$ cat src/design/hs_pkg.sv
// Shared types for the heap sorter block.
package hs_pkg;

    // Outcome of one key comparison in the configured order.
    typedef struct packed {
        logic after; // first key ranks after the second
        logic same;  // keys are equal
    } rank_t;

endpackage

$ cat src/design/heap_sorter.sv
// Heap sorter top level: load, in-place heapsort sequencer and result register.
//
// Usage: keys arrive on the in_valid/in_ready channel, one request per key;
// a request with last set closes the batch. The block stores up to MAX_ITEMS
// keys, drops any beyond that and flags overflow on every result of the batch.
// It then heap-sorts the batch in place and sends it on out_valid/out_ready,
// ascending, or descending when the descending bit (cfg_we/cfg_wdata) was set
// at the time the last key arrived. final_res marks the last result.
// in_ready is high only while keys are being loaded: one key per cycle.
// Sorting runs one shared comparator over one store read port: each heap
// level reads the left child and any right child, picks the child that ranks
// later, then compares it with the held key. Each result takes a store read,
// then a load of the output register. When the receiver stalls, the result
// is held in the output register and the sequencer waits; the next batch may
// start loading while the final result is still waiting. Reset empties the
// batch, clears the output valid and selects ascending order.
module heap_sorter #(
    parameter int MAX_ITEMS  = 64,
    parameter int DATA_WIDTH = 32
) (
    input  logic        clk,
    input  logic        rst_n,
    input  logic        cfg_we,
    input  logic        cfg_wdata,
    input  logic        in_valid,
    output logic        in_ready,
    input  logic [31:0] key,
    input  logic        last,
    output logic        out_valid,
    input  logic        out_ready,
    output logic [31:0] sorted_key,
    output logic        final_res,
    output logic        overflow
);

    localparam int AW = $clog2(MAX_ITEMS);
    localparam int CW = $clog2(MAX_ITEMS + 1);

    localparam logic [3:0] S_IDLE     = 4'd0;
    localparam logic [3:0] S_LDH_RD   = 4'd1;
    localparam logic [3:0] S_LDH_WT   = 4'd2;
    localparam logic [3:0] S_EXT_RD0  = 4'd3;
    localparam logic [3:0] S_EXT_RD1  = 4'd4;
    localparam logic [3:0] S_EXT_WR   = 4'd5;
    localparam logic [3:0] S_SIFT     = 4'd6;
    localparam logic [3:0] S_SIFT_C1  = 4'd7;
    localparam logic [3:0] S_SIFT_C2  = 4'd8;
    localparam logic [3:0] S_SIFT_CMP = 4'd9;
    localparam logic [3:0] S_PUT      = 4'd10;
    localparam logic [3:0] S_EMIT_RD  = 4'd11;
    localparam logic [3:0] S_EMIT_LD  = 4'd12;

    logic [3:0]            state_reg, state_next;
    logic [CW-1:0]         count_reg, count_next;
    logic                  lost_reg, lost_next;
    logic                  desc_cfg_reg, desc_cfg_next;
    logic                  desc_sort_reg, desc_sort_next;
    logic                  build_reg, build_next;
    logic [CW-1:0]         outer_reg, outer_next;
    logic [CW-1:0]         pos_reg, pos_next;
    logic [CW-1:0]         hn_reg, hn_next;
    logic [CW-1:0]         child_reg, child_next;
    logic [CW-1:0]         idx_reg, idx_next;
    logic [DATA_WIDTH-1:0] held_reg, held_next;
    logic [DATA_WIDTH-1:0] ckey_reg, ckey_next;
    logic                  out_valid_reg, out_valid_next;
    logic [31:0]           out_key_reg, out_key_next;
    logic                  out_final_reg, out_final_next;
    logic                  out_ovf_reg, out_ovf_next;

    logic                  ram_we, ram_re;
    logic [AW-1:0]         ram_waddr, ram_raddr;
    logic [DATA_WIDTH-1:0] ram_wdata, ram_rdata;
    logic [DATA_WIDTH-1:0] cmp_a, cmp_b;
    hs_pkg::rank_t         rank;

    logic [DATA_WIDTH-1:0] key_st;
    logic [CW:0]           child_l, child_r;
    logic [CW-1:0]         n_after;
    logic                  full;
    logic                  slot_free;
    logic                  emit_last;

    hs_ram #(
        .DEPTH (MAX_ITEMS),
        .DW    (DATA_WIDTH),
        .AW    (AW)
    ) u_ram (
        .clk   (clk),
        .we    (ram_we),
        .waddr (ram_waddr),
        .wdata (ram_wdata),
        .re    (ram_re),
        .raddr (ram_raddr),
        .rdata (ram_rdata)
    );

    hs_rank #(
        .DW (DATA_WIDTH)
    ) u_rank (
        .desc (desc_sort_reg),
        .a    (cmp_a),
        .b    (cmp_b),
        .res  (rank)
    );

    assign key_st    = DATA_WIDTH'(64'(key));
    assign child_l   = (CW + 1)'(pos_reg) << 1;
    assign child_r   = child_l + (CW + 1)'(1);
    assign full      = (count_reg == CW'(MAX_ITEMS));
    assign n_after   = full ? count_reg : CW'(count_reg + 1'b1);
    assign slot_free = !out_valid_reg || out_ready;
    assign emit_last = (CW'(idx_reg + 1'b1) == count_reg);

    // Comparator input select: child against sibling, or held key against child.
    assign cmp_a = (state_reg == S_SIFT_C2) ? ckey_reg  : held_reg;
    assign cmp_b = (state_reg == S_SIFT_C2) ? ram_rdata : ckey_reg;

    always_comb
    begin
        state_next     = state_reg;
        count_next     = count_reg;
        lost_next      = lost_reg;
        desc_cfg_next  = cfg_we ? cfg_wdata : desc_cfg_reg;
        desc_sort_next = desc_sort_reg;
        build_next     = build_reg;
        outer_next     = outer_reg;
        pos_next       = pos_reg;
        hn_next        = hn_reg;
        child_next     = child_reg;
        idx_next       = idx_reg;
        held_next      = held_reg;
        ckey_next      = ckey_reg;
        out_valid_next = out_valid_reg && !out_ready;
        out_key_next   = out_key_reg;
        out_final_next = out_final_reg;
        out_ovf_next   = out_ovf_reg;
        ram_we         = 1'b0;
        ram_waddr      = '0;
        ram_wdata      = held_reg;
        ram_re         = 1'b0;
        ram_raddr      = '0;

        case (state_reg)
            S_IDLE:
            begin
                if (in_valid)
                begin
                    if (full)
                    begin
                        lost_next = 1'b1;
                    end
                    else
                    begin
                        ram_we     = 1'b1;
                        ram_waddr  = AW'(count_reg);
                        ram_wdata  = key_st;
                        count_next = n_after;
                    end
                    if (last)
                    begin
                        desc_sort_next = desc_cfg_reg;
                        idx_next       = '0;
                        if (n_after < CW'(2))
                        begin
                            state_next = S_EMIT_RD;
                        end
                        else
                        begin
                            build_next = 1'b1;
                            outer_next = n_after >> 1;
                            state_next = S_LDH_RD;
                        end
                    end
                end
            end
            S_LDH_RD:
            begin
                ram_re     = 1'b1;
                ram_raddr  = AW'(outer_reg - 1'b1);
                state_next = S_LDH_WT;
            end
            S_LDH_WT:
            begin
                held_next  = ram_rdata;
                pos_next   = outer_reg;
                hn_next    = count_reg;
                state_next = S_SIFT;
            end
            S_EXT_RD0:
            begin
                ram_re     = 1'b1;
                ram_raddr  = '0;
                state_next = S_EXT_RD1;
            end
            S_EXT_RD1:
            begin
                ckey_next  = ram_rdata;
                ram_re     = 1'b1;
                ram_raddr  = AW'(outer_reg - 1'b1);
                state_next = S_EXT_WR;
            end
            S_EXT_WR:
            begin
                // Move the root to the end of the heap, sift the displaced key.
                held_next  = ram_rdata;
                ram_we     = 1'b1;
                ram_waddr  = AW'(outer_reg - 1'b1);
                ram_wdata  = ckey_reg;
                pos_next   = CW'(1);
                hn_next    = CW'(outer_reg - 1'b1);
                state_next = S_SIFT;
            end
            S_SIFT:
            begin
                if (child_l > (CW + 1)'(hn_reg))
                begin
                    state_next = S_PUT;
                end
                else
                begin
                    ram_re     = 1'b1;
                    ram_raddr  = AW'(child_l - 1'b1);
                    state_next = S_SIFT_C1;
                end
            end
            S_SIFT_C1:
            begin
                ckey_next  = ram_rdata;
                child_next = CW'(child_l);
                if (child_r <= (CW + 1)'(hn_reg))
                begin
                    ram_re     = 1'b1;
                    ram_raddr  = AW'(child_l);
                    state_next = S_SIFT_C2;
                end
                else
                begin
                    state_next = S_SIFT_CMP;
                end
            end
            S_SIFT_C2:
            begin
                // Take the right child unless the left one ranks after it.
                if (!rank.after)
                begin
                    ckey_next  = ram_rdata;
                    child_next = CW'(child_r);
                end
                state_next = S_SIFT_CMP;
            end
            S_SIFT_CMP:
            begin
                if (rank.after || rank.same)
                begin
                    state_next = S_PUT;
                end
                else
                begin
                    ram_we     = 1'b1;
                    ram_waddr  = AW'(pos_reg - 1'b1);
                    ram_wdata  = ckey_reg;
                    pos_next   = child_reg;
                    state_next = S_SIFT;
                end
            end
            S_PUT:
            begin
                ram_we    = 1'b1;
                ram_waddr = AW'(pos_reg - 1'b1);
                ram_wdata = held_reg;
                if (build_reg)
                begin
                    if (outer_reg > CW'(1))
                    begin
                        outer_next = CW'(outer_reg - 1'b1);
                        state_next = S_LDH_RD;
                    end
                    else
                    begin
                        build_next = 1'b0;
                        outer_next = count_reg;
                        state_next = S_EXT_RD0;
                    end
                end
                else if (outer_reg > CW'(2))
                begin
                    outer_next = CW'(outer_reg - 1'b1);
                    state_next = S_EXT_RD0;
                end
                else
                begin
                    state_next = S_EMIT_RD;
                end
            end
            S_EMIT_RD:
            begin
                ram_re     = 1'b1;
                ram_raddr  = AW'(idx_reg);
                state_next = S_EMIT_LD;
            end
            S_EMIT_LD:
            begin
                if (slot_free)
                begin
                    out_valid_next = 1'b1;
                    out_key_next   = 32'(64'(ram_rdata));
                    out_final_next = emit_last;
                    out_ovf_next   = lost_reg;
                    idx_next       = CW'(idx_reg + 1'b1);
                    if (emit_last)
                    begin
                        count_next = '0;
                        lost_next  = 1'b0;
                        state_next = S_IDLE;
                    end
                    else
                    begin
                        state_next = S_EMIT_RD;
                    end
                end
            end
            default:
            begin
                state_next = S_IDLE;
            end
        endcase
    end

    always_ff @(posedge clk or negedge rst_n)
    begin
        if (!rst_n)
        begin
            state_reg     <= S_IDLE;
            count_reg     <= '0;
            lost_reg      <= 1'b0;
            desc_cfg_reg  <= 1'b0;
            desc_sort_reg <= 1'b0;
            build_reg     <= 1'b0;
            out_valid_reg <= 1'b0;
        end
        else
        begin
            state_reg     <= state_next;
            count_reg     <= count_next;
            lost_reg      <= lost_next;
            desc_cfg_reg  <= desc_cfg_next;
            desc_sort_reg <= desc_sort_next;
            build_reg     <= build_next;
            out_valid_reg <= out_valid_next;
        end
    end

    always_ff @(posedge clk)
    begin
        outer_reg     <= outer_next;
        pos_reg       <= pos_next;
        hn_reg        <= hn_next;
        child_reg     <= child_next;
        idx_reg       <= idx_next;
        held_reg      <= held_next;
        ckey_reg      <= ckey_next;
        out_key_reg   <= out_key_next;
        out_final_reg <= out_final_next;
        out_ovf_reg   <= out_ovf_next;
    end

    assign in_ready   = (state_reg == S_IDLE);
    assign out_valid  = out_valid_reg;
    assign sorted_key = out_key_reg;
    assign final_res  = out_final_reg;
    assign overflow   = out_ovf_reg;

    // Batch never holds more keys than the store.
    a_count_bound: assert property (@(posedge clk) disable iff (!rst_n)
        count_reg <= CW'(MAX_ITEMS))
        else $error("batch count beyond store depth");

    // Dropped keys only happen once the store is full.
    a_lost_full: assert property (@(posedge clk) disable iff (!rst_n)
        lost_reg |-> full)
        else $error("overflow flagged with room left");

    // Sift position stays inside the live heap.
    a_pos_range: assert property (@(posedge clk) disable iff (!rst_n)
        (state_reg == S_SIFT || state_reg == S_PUT) |->
        (pos_reg >= CW'(1) && pos_reg <= hn_reg))
        else $error("sift position outside heap");

    // Loading the final result empties the batch and reopens the input.
    a_final_done: assert property (@(posedge clk) disable iff (!rst_n)
        (state_reg == S_EMIT_LD && slot_free && emit_last) |=>
        (state_reg == S_IDLE && count_reg == '0 && out_valid_reg && final_res))
        else $error("batch not closed after final result");

endmodule

$ cat src/design/hs_ram.sv
// Key store: one write port and one registered read port.
module hs_ram #(
    parameter int DEPTH = 64,
    parameter int DW    = 32,
    parameter int AW    = $clog2(DEPTH)
) (
    input  logic          clk,
    input  logic          we,
    input  logic [AW-1:0] waddr,
    input  logic [DW-1:0] wdata,
    input  logic          re,
    input  logic [AW-1:0] raddr,
    output logic [DW-1:0] rdata
);

    logic [DW-1:0] mem [DEPTH];
    logic [DW-1:0] rdata_reg;

    always_ff @(posedge clk)
    begin
        if (we)
        begin
            mem[waddr] <= wdata;
        end
        if (re)
        begin
            rdata_reg <= mem[raddr];
        end
    end

    assign rdata = rdata_reg;

endmodule

$ cat src/design/hs_rank.sv
// Shared key comparator; the direction bit flips ascending to descending order.
module hs_rank #(
    parameter int DW = 32
) (
    input  logic          desc,
    input  logic [DW-1:0] a,
    input  logic [DW-1:0] b,
    output hs_pkg::rank_t res
);

    always_comb
    begin
        res.same  = (a == b);
        res.after = desc ? (a < b) : (a > b);
    end

endmodule
$ cat config.mk
export PLATFORM = sky130hd
export DESIGN_NAME = heap_sorter
export DESIGN_NICKNAME = d
export VERILOG_FILES = /design/src/design/hs_pkg.sv /design/src/design/heap_sorter.sv /design/src/design/hs_ram.sv /design/src/design/hs_rank.sv
export SDC_FILE = /design/constraint.sdc
export NUM_CORES = 2
export LEC_CHECK = 0
export BUFFER_PORTS_ARGS = -buffer_cell sky130_fd_sc_hd__buf_2
export CORE_AREA = 10 10 452 454
export CTS_CLUSTER_DIAMETER = 200
export DETAILED_ROUTE_END_ITERATION = 10
export DIE_AREA = 0 0 462 464
export GPL_TIMING_DRIVEN = 1
export SYNTH_ARGS = -nofsm -noshare
export SYNTH_HDL_FRONTEND = slang
export SYNTH_HIERARCHICAL = 1
export SYNTH_SLANG_ARGS = --single-unit
export TNS_END_PERCENT = 20
$ cat constraint.sdc
create_clock -name clk -period 8.47 [get_ports clk]
set_input_delay 0.4235 -clock clk [delete_from_list [all_inputs] [get_ports clk]]
set_output_delay 0.4235 -clock clk [all_outputs]
set_load 0.05 [all_outputs]
# ---- Yosys cells after proc, flatten, opt, wreduce, memory -nomap -nowiden
# Memories as Yosys holds them, arrays and structs flattened. A register that Yosys moved wholly into a read port is not among the register bits.
# Index checks and enable logic that the tools add are counted.
dict set report totals {
  reg_bits 149
  ramBits 2048
  inputBits 39
  output_inout_bits 36
  wordCells 156
  mem_count 1
}
dict set report op_classes {
  add_sub_neg 6
  order_cmp 7
  n_eq_ne 25
  mux 72
  n_reduce_logical 28
}
# name depth word_bits rd rd_clocked_by_memory_dff write_ports line_no
set mem_list {}
lappend mem_list {u_ram.mem 64 32 1 1 1 hs_ram.sv:16} ;# logic [DW-1:0] mem [DEPTH];
# cell n
set op_table {}
lappend op_table {{$mux W32} 6}
lappend op_table {{$mux W7} 16}
lappend op_table {{$pmux W32 S3} 1}
lappend op_table {{$pmux W7 S2} 5}
lappend op_table {{$pmux W32 S2} 1}
lappend op_table {{$pmux W4 S12} 1}
lappend op_table {{$pmux W6 S4} 2}
lappend op_table {{$mux W4} 9}
lappend op_table {{$eq A32 B32 Y1} 1}
lappend op_table {{$gt A32 B32 Y1} 1}
lappend op_table {{$lt A32 B32 Y1} 1}
lappend op_table {{$mux W6} 5}
lappend op_table {{$pmux W7 S3} 1}
lappend op_table {{$eq A4 B4 Y1 const B} 5}
lappend op_table {{$mux W1} 20}
lappend op_table {{$eq A4 B3 Y1 const B} 4}
lappend op_table {{$reduce_and A5 Y1} 3}
lappend op_table {{$add A7 B1 Y7 const B} 2}
lappend op_table {{$ne A2 B2 Y1 const B} 7}
lappend op_table {{$sub A6 B1 Y6 const B} 2}
lappend op_table {{$reduce_bool A2 Y1} 5}
lappend op_table {{$add A8 B1 Y8 const B} 1}
lappend op_table {{$eq A4 B2 Y1 const B} 2}
lappend op_table {{$gt A8 B7 Y1} 1}
lappend op_table {{other kinds (23)} 36}

# ---- Longest topological paths before layout
dict set report logic_depth {
  depth_word 9
  mapped_depth 24
  ltp_nobuf 19
}

# ---- Cells and area by module
# The synthesis kept the hierarchy.
# mod n_inst cells_per_inst area_per_inst_um2
set modules_own_cells {}
lappend modules_own_cells {hs_ram 1 3324 78838.1}
lappend modules_own_cells {heap_sorter 1 623 7706.1}
lappend modules_own_cells {hs_rank 1 118 824.5}

# ---- Worst setup path before layout
# No wires, ideal clock.
dict set report synth_timing {
  path_type {register -> register}
  from {register state_reg[2]}
  to {memory u_ram.mem[49][0] (enable)}
  setup_time_ns 0.461
  arrival_ns 6.654
  required_time_ns 8.009
  path_slack_ns 1.355
  stages_incl_launch_ff 21
  n_path_buf 5
  path_cell_list {dfrtp_1 > buf_6 > nand2b_4 > buf_6 > nor3_1 > clkbuf_1 > buf_2 > mux2_2 > ha_1 > a21oi_2 > nand2_1 > a221o_1 > a211o_1 > a211oi_2 > mux2_2 > nor2_1 > a21oi_1 > o221ai_1 > clkbuf_1 > nand4_1 > nor3_1}
}
# element line_no
set synth_rtl {}
lappend synth_rtl {{start: declaration} heap_sorter.sv:53} ;# logic [3:0] state_reg, state_next;
lappend synth_rtl {{start signal: assignment} heap_sorter.sv:344} ;# state_reg <= state_next;
lappend synth_rtl {{end: declaration} hs_ram.sv:16}

==> flow_summary.toml <==
[outcome]
status = "complete, no violations"

[sta]
fmax_mhz = 134
final-hold-violation-count = 0
rsz0062_at_grt = "false"
finClkSkew_ns = 0.0326
tightest_slew_ns = 1.27
tns_ns = 0
drv_slew = 0
fin_crit_sh_pct = 88.1
slew_headroom_pct = 15.3
setup_viol = 0
fin_crit_ns = 7.46

[min_path]
worstHoldPathType = "input pin to register"

[synth]
synth-seq-cells = 2229
yosysTopAreaCell = "edfxtp_1"
seq_area_frac_synth_pct = 76.5
synth_flop_cell = "edfxtp_1"
synth-edff-count = 2213
synth_area_leaders = "edfxtp_1, mux4_2, mux2i_1"
synth.net_count = 4150
synth_cell_types = 74
synthTopCellsByCount = "edfxtp_1, mux4_2, nor2_1"
synth.most_common_cell = "edfxtp_1"
syn_area_per_cell_um2 = 21.5
synth_top_area_share_pct = 76.1
synthCells = 4065
syn_area_mm2 = 0.0874
yosys_warnings = 6
synthArstFlopShare_pct = 0.718

[floorplanning]
die_y_um = 464
dieWidth_um = 462
die-area_mm2 = 0.214
start_util_pct = 44.9
core_area_mm2 = 0.195
num_io_pins = 75
rows = 162

[global_routing]
gr-total-overflow = 0
antenna_found_initial = 8
grtUsageTotal_pct = 20.7
grt_max_degree = 107
grt_pass1_vias = 42525
grt_pass1_wl_um = 320000

[placement]
port_buffers = 74
place_area_mm2 = 0.0921
hpwl_um = 137000
routabilityCongestion = 0.918

[route]
wl_per_cell_um = 31.9
drc = 0
wl_um = 225000
vias_per_cell = 6.13
first_pass_iters = 9
vias = 43260
drt_iter0_markers = 5892
drtAntennaViolNets = 0

[worst_setup_path]
start_kind = "register"
r2r_start = "state_reg[3]"
endpoint = "u_ram/mem[16][28]"
path_class = "register to register"
cp.depth = 17
cp.arrival_ns = 8.03
reg2reg_to = "u_ram/mem[16][28]"
end_kind = "register"
path_delay_family = "simple AND/OR/NAND/NOR gates"
required_ns = 9.04
worst_path_most_repeated_cell = "mux2_2"
cp_cell_sequence = "nand2b_4 > nor3_2 > buf_12 > mux2_2 > ha_1 > nand4_1 > nor4_1 > a211o_1 > a211oi_2 > mux2_2 > nor2_1 > a21oi_1 > o221ai_1 > nor2b_1 > nand2_1 > nor2_4 > buf_4"
rrSetupSlack_ns = 1.01
critPathSlowestCell = "nor2_4"
crit_fanout = 65
worst-path-buf-inv = 2
critPathLaunch = "state_reg[3]"
critPathMaxStageDelay_ns = 1.10
r2r_cells = 17

[power_and_ir_drop]
clockPowerShare_pct = 24.3
powerDensity_mw_per_mm2 = 400
comb_power_share_pct = 35.9
seq_power_share_pct = 39.8
swShare_pct = 35.7
p_int_w = 0.0255
peakVddDrop_mv = 0.296
switching_power_w = 0.0141
leakagePower_nw = 30.7

[flow_run]
maxCapViolCount = 0

[clock_tree]
cts_max_path_buffers = 3
root_buffer = "clkbuf_16"
htreeDepth = 4
clk_pin_slew_ns = 0.06
cts_tree = "yes"
numCtsBuffers = 217
clk_latency_ns = 0.86
cts.sink_count = 2229

[cells_and_area]
nets = 4411
ff_latch_area_mm2 = 0.0669
regMostFlops = "u_ram/mem"
fill_cells = 15194
multi_input_area_mm2 = 0.0197
area_delta_synth_final_pct = 13.6
largest_reg_flops = 2048
drive_gt1_share_pct = 28.4
design_area_mm2 = 0.0992
[how the worst min path moves through the flow]
stage,cells past startpoint,slack [ns],start,endpoint
after detailed placement,1,0.40,rst_n,desc_cfg_reg
final,4,0.07,in_valid,state_reg[0]
after floorplan,0,0.13,rst_n,build_reg
after global placement,1,0.38,rst_n,out_valid
after global routing,4,0.08,in_valid,state_reg[0]
after CTS,4,0.003,in_valid,state_reg[0]
[through the flow]
step                      hold WS, ns  power (W)  worst slack (ns)  std cells  utilization, %
final                          0.0734     0.0397              1.01       7052            51.0
after global routing           0.0774     0.0411             0.752       7048            51.0
after CTS                     0.00252     0.0398              1.19       7048            51.0
after detailed placement        0.396     0.0302              1.23       6641            47.3
after global placement          0.382     0.0301              1.36       6641            47.3
after floorplan                 0.128     0.0240              1.36       4065               -
[cell families after synthesis]
logic type      Yosys count  synth area share [%]
flops                  2229                  76.5
buf+inv                 302                  1.59
mux                     706                  16.0
xor+xnor                 28                 0.298
compound gates          364                  2.90
fa+ha+maj                46                 0.659
simple gates            390                  2.06
[layout make-up]
type | count | area share (%)
Clock buffer | 259 | 5.67
Inverter | 87 | 0.330
Clock inverter | 140 | 1.46
Timing Repair Buffer | 257 | 2.13
Antenna cell | 4 | 0.0101
Multi-Input combinational cell | 1534 | 19.8
Tap cell | 2542 | 3.21
Sequential cell | 2229 | 67.4
[metal layers]
| metal | vias to the layer above | share of wire (%) | track usage [%] | wire length [µm] |
|---|---|---|---|---|
| met5 | - | 0 | 0 | 0 |
| met4 | 0 | 2.6 | 5.41 | 5800 |
| met3 | 280 | 9.2 | 4.48 | 20700 |
| met2 | 1998 | 45 | 30.3 | 101000 |
| met1 | 23327 | 43 | 31.5 | 97800 |
| li1 | 17655 | - | - | - |
[placed cells by master (no fill, tap or decap), types with 33 or more instances in the layout]
| cell type | instances |
|---|---|
| a21oi_1 | 96 |
| a222oi_1 | 33 |
| buf_2 | 74 |
| buf_4 | 147 |
| clkbuf_1 | 40 |
| clkbuf_16 | 219 |
| clkinv_1 | 60 |
| clkinv_2 | 36 |
| edfxtp_1 | 2213 |
| ha_1 | 46 |
| inv_1 | 55 |
| mux2_2 | 68 |
| mux2i_1 | 94 |
| mux4_2 | 544 |
| nand2_1 | 78 |
| nor2_1 | 111 |
| nor2_4 | 65 |
| o22ai_1 | 85 |
[power by group through the flow]
stage / clock (W) / sequential (W) / combinational, W
floorplan: 0 / 0.0159 / 0.00806
global placement: 0 / 0.0160 / 0.0141
detailed placement: 0 / 0.0160 / 0.0142
CTS: 0.00980 / 0.0158 / 0.0142
global route: 0.0102 / 0.0158 / 0.0150
finish: 0.00964 / 0.0158 / 0.0142
[repair_timing]
action | 4_1_cts | 5_1_grt
endpoints found under the setup margin | 0 | 0
buffers inserted | 0 | 0
resized for setup | 0 | 0
endpoints found under the hold margin | 19 | 0
hold buffers | 8 | 0
[worst register-to-register path, stage by stage, from the launching register on]
cell and delay, ns:
dfrtp_1 0.69, nand2b_4 0.20, nor3_2 0.23, buf_12 0.34
mux2_2 0.44, ha_1 0.33, nand4_1 0.15, nor4_1 0.65
a211o_1 0.29, a211oi_2 0.09, mux2_2 0.29, nor2_1 0.12
a21oi_1 0.51, o221ai_1 0.51, nor2b_1 0.36, nand2_1 0.59
nor2_4 1.10, buf_4 0.29
Power figures use the tool's default switching activity.
